## src/rtl/sta_pkg.sv

```systemverilog
package sta_pkg;

    localparam int TABLE_DEPTH  = 16;
    localparam int PAYLOAD_BITS = 32;
    localparam int TIME_BITS    = 32;
    localparam int IDX_W        = (TABLE_DEPTH > 1) ? $clog2(TABLE_DEPTH) : 1;
    localparam int CNT_W        = $clog2(TABLE_DEPTH + 1);

    localparam logic [2:0] MODE_ADD   = 3'd0;
    localparam logic [2:0] MODE_DEL   = 3'd1;
    localparam logic [2:0] MODE_READ  = 3'd2;
    localparam logic [2:0] MODE_SWEEP = 3'd3;
    localparam logic [2:0] MODE_COUNT = 3'd4;

    typedef struct packed {
        logic [2:0]  mode;
        logic [3:0]  slot_index;
        logic [31:0] entry_payload;
        logic [31:0] entry_time;
        logic [31:0] age_limit;
    } t_in_beat;

    typedef struct packed {
        logic        status;
        logic [3:0]  placed_slot;
        logic        read_valid;
        logic [31:0] read_payload;
        logic [31:0] read_time;
        logic [4:0]  valid_count;
    } t_out_beat;

    typedef logic [TABLE_DEPTH-1:0] t_valid;

    // add writes payload/time and sets the valid mark at wr_idx; clr drops it
    typedef struct packed {
        logic                    add;
        logic                    clr;
        logic [IDX_W-1:0]        wr_idx;
        logic [IDX_W-1:0]        rd_idx;
        logic [PAYLOAD_BITS-1:0] payload;
        logic [TIME_BITS-1:0]    ts;
    } t_st_cmd;

    typedef struct packed {
        logic                    valid;
        logic [PAYLOAD_BITS-1:0] payload;
        logic [TIME_BITS-1:0]    ts;
    } t_st_rd;

endpackage

```

## src/rtl/slot_table_with_age_out_core.sv

```systemverilog
// Table of TABLE_DEPTH client entries (valid mark, payload, last-contact time)
// with a running count of valid entries. One beat is worked at a time; the
// input stalls from acceptance until its result is moved to the output
// register, which can hold a finished result while the next beat is taken.
// A single scan index walks the table and one timestamp comparator serves the
// age-out sweep; the entry memory has a registered read port. An add scans
// from slot 0 for the lowest free slot; a read of an index beyond the table
// skips the memory read; the age-out sweep visits every slot with a memory
// read state and then a compare state. A finished result waits for the output
// register only while that register is full and stalled.
module slot_table_with_age_out_core (
    input  logic               i_clk,
    input  logic               i_rst_n,
    input  logic               i_in_valid,
    output logic               o_in_stall,
    input  sta_pkg::t_in_beat  i_in_data,
    output logic               o_out_valid,
    input  logic               i_out_stall,
    output sta_pkg::t_out_beat o_out_data
);

    sta_pkg::t_st_cmd   st_cmd;
    sta_pkg::t_valid    st_valid;
    sta_pkg::t_st_rd    st_rd;
    sta_pkg::t_out_beat res;
    logic               done;
    logic               out_free;
    logic               r_out_valid;
    sta_pkg::t_out_beat r_out;

    assign out_free = !r_out_valid || !i_out_stall;

    sta_ctrl u_ctrl (
        .i_clk      (i_clk),
        .i_rst_n    (i_rst_n),
        .i_in_valid (i_in_valid),
        .o_in_stall (o_in_stall),
        .i_in_data  (i_in_data),
        .i_out_free (out_free),
        .o_done     (done),
        .o_res      (res),
        .o_cmd      (st_cmd),
        .i_valid    (st_valid),
        .i_rd       (st_rd)
    );

    sta_store u_store (
        .i_clk   (i_clk),
        .i_rst_n (i_rst_n),
        .i_cmd   (st_cmd),
        .o_valid (st_valid),
        .o_rd    (st_rd)
    );

    always_ff @(posedge i_clk) begin
        if (!i_rst_n) begin
            r_out_valid <= 1'b0;
        end else if (done && out_free) begin
            r_out_valid <= 1'b1;
        end else if (!i_out_stall) begin
            r_out_valid <= 1'b0;
        end
    end

    always_ff @(posedge i_clk) begin
        if (done && out_free) begin
            r_out <= res;
        end
    end

    assign o_out_valid = r_out_valid;
    assign o_out_data  = r_out;

endmodule

```

## src/rtl/sta_store.sv

```systemverilog
module sta_store (
    input  logic             i_clk,
    input  logic             i_rst_n,
    input  sta_pkg::t_st_cmd i_cmd,
    output sta_pkg::t_valid  o_valid,
    output sta_pkg::t_st_rd  o_rd
);

    logic [sta_pkg::PAYLOAD_BITS-1:0] r_pay_mem [sta_pkg::TABLE_DEPTH];
    logic [sta_pkg::TIME_BITS-1:0]    r_ts_mem  [sta_pkg::TABLE_DEPTH];
    logic [sta_pkg::PAYLOAD_BITS-1:0] r_rd_pay;
    logic [sta_pkg::TIME_BITS-1:0]    r_rd_ts;
    sta_pkg::t_valid                  r_valid;
    sta_pkg::t_valid                  r_written;
    logic                             r_rd_valid;
    logic                             r_rd_written;

    always_ff @(posedge i_clk) begin
        if (i_cmd.add) begin
            r_pay_mem[i_cmd.wr_idx] <= i_cmd.payload;
            r_ts_mem[i_cmd.wr_idx]  <= i_cmd.ts;
        end
        r_rd_pay <= r_pay_mem[i_cmd.rd_idx];
        r_rd_ts  <= r_ts_mem[i_cmd.rd_idx];
    end

    always_ff @(posedge i_clk) begin
        if (!i_rst_n) begin
            r_valid      <= '0;
            r_written    <= '0;
            r_rd_valid   <= 1'b0;
            r_rd_written <= 1'b0;
        end else begin
            if (i_cmd.add) begin
                r_valid[i_cmd.wr_idx]   <= 1'b1;
                r_written[i_cmd.wr_idx] <= 1'b1;
            end else if (i_cmd.clr) begin
                r_valid[i_cmd.wr_idx] <= 1'b0;
            end
            r_rd_valid   <= r_valid[i_cmd.rd_idx];
            r_rd_written <= r_written[i_cmd.rd_idx];
        end
    end

    // never-written entries read as zero
    assign o_valid       = r_valid;
    assign o_rd.valid    = r_rd_valid;
    assign o_rd.payload  = r_rd_written ? r_rd_pay : '0;
    assign o_rd.ts       = r_rd_written ? r_rd_ts : '0;

endmodule

```

## src/rtl/sta_ctrl.sv

```systemverilog
module sta_ctrl (
    input  logic               i_clk,
    input  logic               i_rst_n,
    input  logic               i_in_valid,
    output logic               o_in_stall,
    input  sta_pkg::t_in_beat  i_in_data,
    input  logic               i_out_free,
    output logic               o_done,
    output sta_pkg::t_out_beat o_res,
    output sta_pkg::t_st_cmd   o_cmd,
    input  sta_pkg::t_valid    i_valid,
    input  sta_pkg::t_st_rd    i_rd
);

    localparam logic [2:0] ST_IDLE     = 3'd0;
    localparam logic [2:0] ST_ADD_SCAN = 3'd1;
    localparam logic [2:0] ST_DEL      = 3'd2;
    localparam logic [2:0] ST_RD_ISSUE = 3'd3;
    localparam logic [2:0] ST_RD_CAP   = 3'd4;
    localparam logic [2:0] ST_SWP_RD   = 3'd5;
    localparam logic [2:0] ST_SWP_CMP  = 3'd6;
    localparam logic [2:0] ST_DONE     = 3'd7;

    localparam logic [sta_pkg::IDX_W-1:0] LAST_IDX =
        sta_pkg::IDX_W'(sta_pkg::TABLE_DEPTH - 1);
    localparam logic [sta_pkg::CNT_W-1:0] FULL_CNT =
        sta_pkg::CNT_W'(sta_pkg::TABLE_DEPTH);

    logic [2:0]                  r_state, n_state;
    logic [sta_pkg::IDX_W-1:0]   r_idx, n_idx;
    logic [sta_pkg::CNT_W-1:0]   r_count, n_count;
    sta_pkg::t_in_beat           r_beat, n_beat;
    sta_pkg::t_out_beat          r_res, n_res;
    logic [sta_pkg::IDX_W-1:0]   slot;
    logic                        slot_ok;
    logic                        older;

    assign slot    = sta_pkg::IDX_W'(r_beat.slot_index);
    assign slot_ok = (32'(r_beat.slot_index) < sta_pkg::TABLE_DEPTH);
    // the shared compare: stored timestamp against the sweep limit
    assign older   = i_valid[r_idx] &&
                     (i_rd.ts < sta_pkg::TIME_BITS'(r_beat.age_limit));

    always_comb begin
        n_state     = r_state;
        n_idx       = r_idx;
        n_count     = r_count;
        n_beat      = r_beat;
        n_res       = r_res;
        o_cmd         = '0;
        o_cmd.wr_idx  = r_idx;
        o_cmd.rd_idx  = r_idx;
        o_cmd.payload = sta_pkg::PAYLOAD_BITS'(r_beat.entry_payload);
        o_cmd.ts      = sta_pkg::TIME_BITS'(r_beat.entry_time);
        o_in_stall  = (r_state != ST_IDLE);
        o_done      = (r_state == ST_DONE);
        o_res             = r_res;
        o_res.valid_count = 5'(r_count);
        unique case (r_state)
            ST_IDLE: begin
                if (i_in_valid) begin
                    n_beat = i_in_data;
                    n_res  = '0;
                    n_idx  = '0;
                    unique case (i_in_data.mode)
                        sta_pkg::MODE_ADD: begin
                            if (r_count >= FULL_CNT) begin
                                n_res.status = 1'b1;
                                n_state      = ST_DONE;
                            end else begin
                                n_state = ST_ADD_SCAN;
                            end
                        end
                        sta_pkg::MODE_DEL:   n_state = ST_DEL;
                        sta_pkg::MODE_READ:  n_state = ST_RD_ISSUE;
                        sta_pkg::MODE_SWEEP: n_state = ST_SWP_RD;
                        sta_pkg::MODE_COUNT: n_state = ST_DONE;
                        default:             n_state = ST_DONE;
                    endcase
                end
            end
            ST_ADD_SCAN: begin
                if (!i_valid[r_idx]) begin
                    o_cmd.add         = 1'b1;
                    n_count           = r_count + 1'b1;
                    n_res.placed_slot = 4'(r_idx);
                    n_state           = ST_DONE;
                end else if (r_idx == LAST_IDX) begin
                    n_res.status = 1'b1;
                    n_state      = ST_DONE;
                end else begin
                    n_idx = r_idx + 1'b1;
                end
            end
            ST_DEL: begin
                o_cmd.wr_idx = slot;
                if (slot_ok && i_valid[slot]) begin
                    o_cmd.clr = 1'b1;
                    n_count   = r_count - 1'b1;
                end
                n_state = ST_DONE;
            end
            ST_RD_ISSUE: begin
                o_cmd.rd_idx = slot;
                n_state      = slot_ok ? ST_RD_CAP : ST_DONE;
            end
            ST_RD_CAP: begin
                n_res.read_valid   = i_rd.valid;
                n_res.read_payload = 32'(i_rd.payload);
                n_res.read_time    = 32'(i_rd.ts);
                n_state            = ST_DONE;
            end
            ST_SWP_RD: begin
                n_state = ST_SWP_CMP;
            end
            ST_SWP_CMP: begin
                if (older) begin
                    o_cmd.clr = 1'b1;
                    n_count   = r_count - 1'b1;
                end
                if (r_idx == LAST_IDX) begin
                    n_state = ST_DONE;
                end else begin
                    n_idx   = r_idx + 1'b1;
                    n_state = ST_SWP_RD;
                end
            end
            ST_DONE: begin
                if (i_out_free) begin
                    n_state = ST_IDLE;
                end
            end
        endcase
    end

    always_ff @(posedge i_clk) begin
        if (!i_rst_n) begin
            r_state <= ST_IDLE;
            r_idx   <= '0;
            r_count <= '0;
        end else begin
            r_state <= n_state;
            r_idx   <= n_idx;
            r_count <= n_count;
        end
    end

    always_ff @(posedge i_clk) begin
        r_beat <= n_beat;
        r_res  <= n_res;
    end

endmodule

```

## config.mk

```make
export PLATFORM = sky130hd
export DESIGN_NAME = slot_table_with_age_out_core
export DESIGN_NICKNAME = d
export VERILOG_FILES = /design/src/rtl/sta_pkg.sv /design/src/rtl/slot_table_with_age_out_core.sv /design/src/rtl/sta_store.sv /design/src/rtl/sta_ctrl.sv
export SDC_FILE = /design/constraint.sdc
export NUM_CORES = 2
export LEC_CHECK = 0
export BUFFER_PORTS_ARGS = -buffer_cell sky130_fd_sc_hd__buf_4
export CAP_MARGIN = 20
export CORE_AREA = 2 2 435 437
export CTS_CLUSTER_SIZE = 20
export DETAILED_ROUTE_END_ITERATION = 8
export DIE_AREA = 0 0 437 439
export PLACE_DENSITY = 0.44
export SYNTH_ARGS = -nofsm -noshare
export SYNTH_HDL_FRONTEND = slang
export SYNTH_SLANG_ARGS = --single-unit
```

## constraint.sdc

```tcl
create_clock -name i_clk -period 8.3 [get_ports i_clk]
set_input_delay 0 -clock i_clk [delete_from_list [all_inputs] [get_ports i_clk]]
set_output_delay 0 -clock i_clk [all_outputs]
set_load 0.02 [all_outputs]
```

==> reports/results.tsv <==
metric	value	unit
worst reg2reg setup slack	3910	ps
layout cells sized above 1	14.0	%
Hold Violations, Final	0	
CP Capture Type	flop	
fmax	0.228	GHz
die area	192000	um^2
Syn Nets	3123	
Reg2Reg Capture Point	u_store.r_ts_mem[9][11]$_DFFE_PP_	
GPL Wtd Cong	0.707	
FF+latch count, synth	1380	
Core Area	187000	um^2
final core utilization	35.1	%
Worst setup SP type	flop	
GRT overflow	0	
depth of the most critical reg-to-reg path	7	
RSZ-0062 raised after global routing	no	
Setup Viol. Count Final	0	
CTS max path bufs	3	
max-cap viol count	0	
Slew Limit Fails	0	
routed wire length	136000	um
Worst Skew	37.7	ps
die height	439	um
die width	437	um
status	finished, final reports clean	
most used cell, CP	buf_4	
Nets	3583	
Seq/Total Area, Yosys	74.6	%
Period minus WS final	4390	ps
Antenna Nets Post-Route	0	
Initial DRC Count	1596	
DR vias	26796	
clock-pin slew of the registers on the worst-case setup and hold paths	60	ps
CTS tree	built	
data required time of the worst path	8710	ps
Total GRT Usage	14.0	%
Root Driver	clkbuf_16	
vias in the first global route	27653	
Hold Crit Class	primary input to flop	
kind of critical path	flop to flop	
Post-CTS Setup Bufs	0	
I/O pin total	184	
Worst R2R Start	u_ctrl.r_state[1]$_SDFFE_PN0P_	
initial antenna violation count	5	
crit path max-delay cell type	nor3b_2	
port bufs	183	
PwrDens	249	nW/um^2
leakage	0.0279	uW
Clk Latency, worst-skew pair	800	ps
number of synthesized flops with an enable pin	1269	
Sink Count	1380	
Syn Area/Cell	18.2	um^2
Post-Synthesis Cells	2980	
Peak VDD IR	0.189	mV
crit-path max FO	34	
DP HPWL	69900	um
post-CTS sizing	0	
hold endpoint	u_ctrl.r_state[2]$_SDFFE_PN0P_	
worst rel slew slack	26.5	%
DRT Pass-1 Iters	7	
Post-Syn Area	54100	um^2
hold_sp	i_in_valid	
dpl cells	5568	
crit-path max cell delay	870	ps
# DRC	0	
cts bufs inserted	153	
WL per Instance	22.4	um
largest net degree at the start of global routing	127	
Post-Layout Cell Count	6063	
ys async rst share	0	%
worst-path cell chain	nor3b_2 > nand3b_1 > o21ai_0 > nand2_1 > nor2_4 > buf_4 > buf_4	
final period utilization	52.9	%
Hold Path Stages	5	
row cnt	159	
CP arrival	4800	ps
Worst Tran Pin Value	1100	ps
setup TNS	0	ps
Cell variety after synth	61	
H-tree levels	4	
initial core utilization	28.9	%
Top FF cell, synth	edfxtp_1	
first-pass GRT wire length	195000	um
P&R area growth vs syn	21.4	%
Synth Warn #	0	
vias per inst	4.42	
-- power by group --
part           switching, uW  internal, uW  total [uW]  leakage, uW
sequential               225          7930        8160       0.0124
combinational            851           637        1490       0.0130
clock                   2730          3960        6690      0.00243
-- stage by stage --
| step | setup WS, ps | hold WS, ps | power, uW | cell area [um^2] |
|---|---|---|---|---|
| floorplan | 3330 | 98.9 | 9180 | 54100 |
| global placement | 3940 | 178 | 9750 | 58600 |
| detailed placement | 3890 | 179 | 9760 | 58600 |
| CTS | 3850 | 119 | 16600 | 65700 |
| global route | 3560 | 214 | 17000 | 65700 |
| finish | 3910 | 196 | 16300 | 65700 |
-- layer usage --
layer / vias up / wire length (um) / GRT usage [%]
met5: - / 15 / 0
met1: 13643 / 62400 / 18.7
met3: 194 / 4290 / 2.37
met2: 420 / 65500 / 23.2
met4: 2 / 3430 / 4.55
li1: 12537 / - / -
-- state kept, by name, indices dropped and copies added, names as in the netlist, 5 cells and up, named ones only --
| register | cells |
|---|---|
| u_store.r_rd_ts | 32 |
| u_store.r_pay_mem | 512 |
| u_ctrl.r_count | 5 |
| u_store.r_written | 16 |
| u_ctrl.o_cmd | 64 |
| u_store.r_rd_pay | 32 |
| u_store.r_ts_mem | 512 |
| o_out_data | 75 |
| u_ctrl.r_beat | 32 |
| u_ctrl.o_res | 70 |
-- what timing repair did --
action / 4_1_cts / 5_1_grt
hold buffers: 212 / 0
endpoints found under the hold margin: 258 / 0
setup endpoints to repair: 0 / 0
-- cell families (layout without fill, tap and decap cells) --
kind of cell | after synthesis | count (layout) | synth area share (%)
other | 0 | 2 | 0
buffers and inverters | 183 | 769 | 1.56
AO/OA/AOI/OAI | 127 | 127 | 1.72
flip-flops | 1380 | 1380 | 74.6
AND/OR/NAND/NOR | 240 | 240 | 2.49
adder cells (fa/ha/maj) | 36 | 36 | 0.847
multiplexers | 1011 | 1011 | 18.8
XOR/XNOR | 3 | 3 | 0.0486
-- layout by cell type, fill, tap and decap left out, types with 15 or more instances in the layout --
| cell type | n |
|---|---|
| edfxtp_1 | 1269 |
| a21oi_1 | 16 |
| buf_4 | 225 |
| nand3_1 | 16 |
| clkinv_2 | 26 |
| nor2_1 | 27 |
| dfxtp_1 | 111 |
| nand4_1 | 15 |
| clkbuf_16 | 157 |
| ha_1 | 35 |
| clkinv_1 | 15 |
| nand2_1 | 20 |
| clkbuf_1 | 45 |
| inv_1 | 39 |
| nor2_4 | 16 |
| and2_1 | 104 |
| mux2i_1 | 1006 |
| dlygate4sd3_1 | 212 |
| a31oi_1 | 21 |
| o21a_1 | 19 |
| a22oi_1 | 20 |
-- cell usage after synthesis (all sizes together) (3+ instances only) --
library cell / n / area share [%]
ha: 35 / 0.81
nor2b: 3 / 0.035
and3: 8 / 0.093
o2111ai: 3 / 0.049
a21o: 6 / 0.083
dfxtp: 111 / 4.1
nand4: 15 / 0.17
a22oi: 21 / 0.32
a31oi: 21 / 0.24
or2: 6 / 0.069
o21ai: 9 / 0.083
xnor2: 3 / 0.049
and2: 104 / 1.2
clkbuf: 32 / 0.22
mux2i: 1009 / 19
nand3b: 5 / 0.069
nand2b: 5 / 0.058
a21oi: 19 / 0.18
o32a: 3 / 0.056
o22ai: 3 / 0.046
a211oi: 4 / 0.079
edfxtp: 1269 / 70
nor3b: 5 / 0.079
nand3: 16 / 0.15
o21a: 20 / 0.28
nand2: 21 / 0.15
inv: 40 / 0.28
nor3: 4 / 0.037
buf: 111 / 1.1
nor2: 43 / 0.30
-- critical path: cells and delay by family (launching register included) --
family / cells / cell delay [ps]
AND/OR/NAND/NOR: 4 / 1800
buffers and inverters: 2 / 1280
flip-flops: 1 / 480
AO/OA/AOI/OAI: 1 / 340
-- layout make-up --
cell class	instances	area, um^2
Sequential cell	1380	40300
Multi-Input combinational cell	1417	13100
Antenna cell	2	5.00
Timing Repair Buffer	448	4030
Fill cell	17730	121000
Clock buffer	214	4260
Inverter	40	155
Tap cell	2495	3120
Clock inverter	67	682
-- worst max-delay path by stage --
stage,start,slack (ps),cells past startpoint,end
2_1_floorplan,u_ctrl.r_state[2]$_SDFFE_PN0P_,3330,3,o_out_data[0]$_DFFE_PP_
3_3_place_gp,u_ctrl.r_state[1]$_SDFFE_PN0P_,3940,7,u_store.r_ts_mem[9][16]$_DFFE_PP_
3_5_place_dp,u_ctrl.r_state[1]$_SDFFE_PN0P_,3890,7,u_store.r_ts_mem[9][15]$_DFFE_PP_
4_1_cts,u_ctrl.r_state[1]$_SDFFE_PN0P_,3850,7,u_store.r_ts_mem[9][15]$_DFFE_PP_
5_1_grt,u_ctrl.r_state[1]$_SDFFE_PN0P_,3560,7,u_store.r_ts_mem[9][16]$_DFFE_PP_
6_report,u_ctrl.r_state[1]$_SDFFE_PN0P_,3910,7,u_store.r_ts_mem[9][11]$_DFFE_PP_
Power figures use the tool's default switching activity.
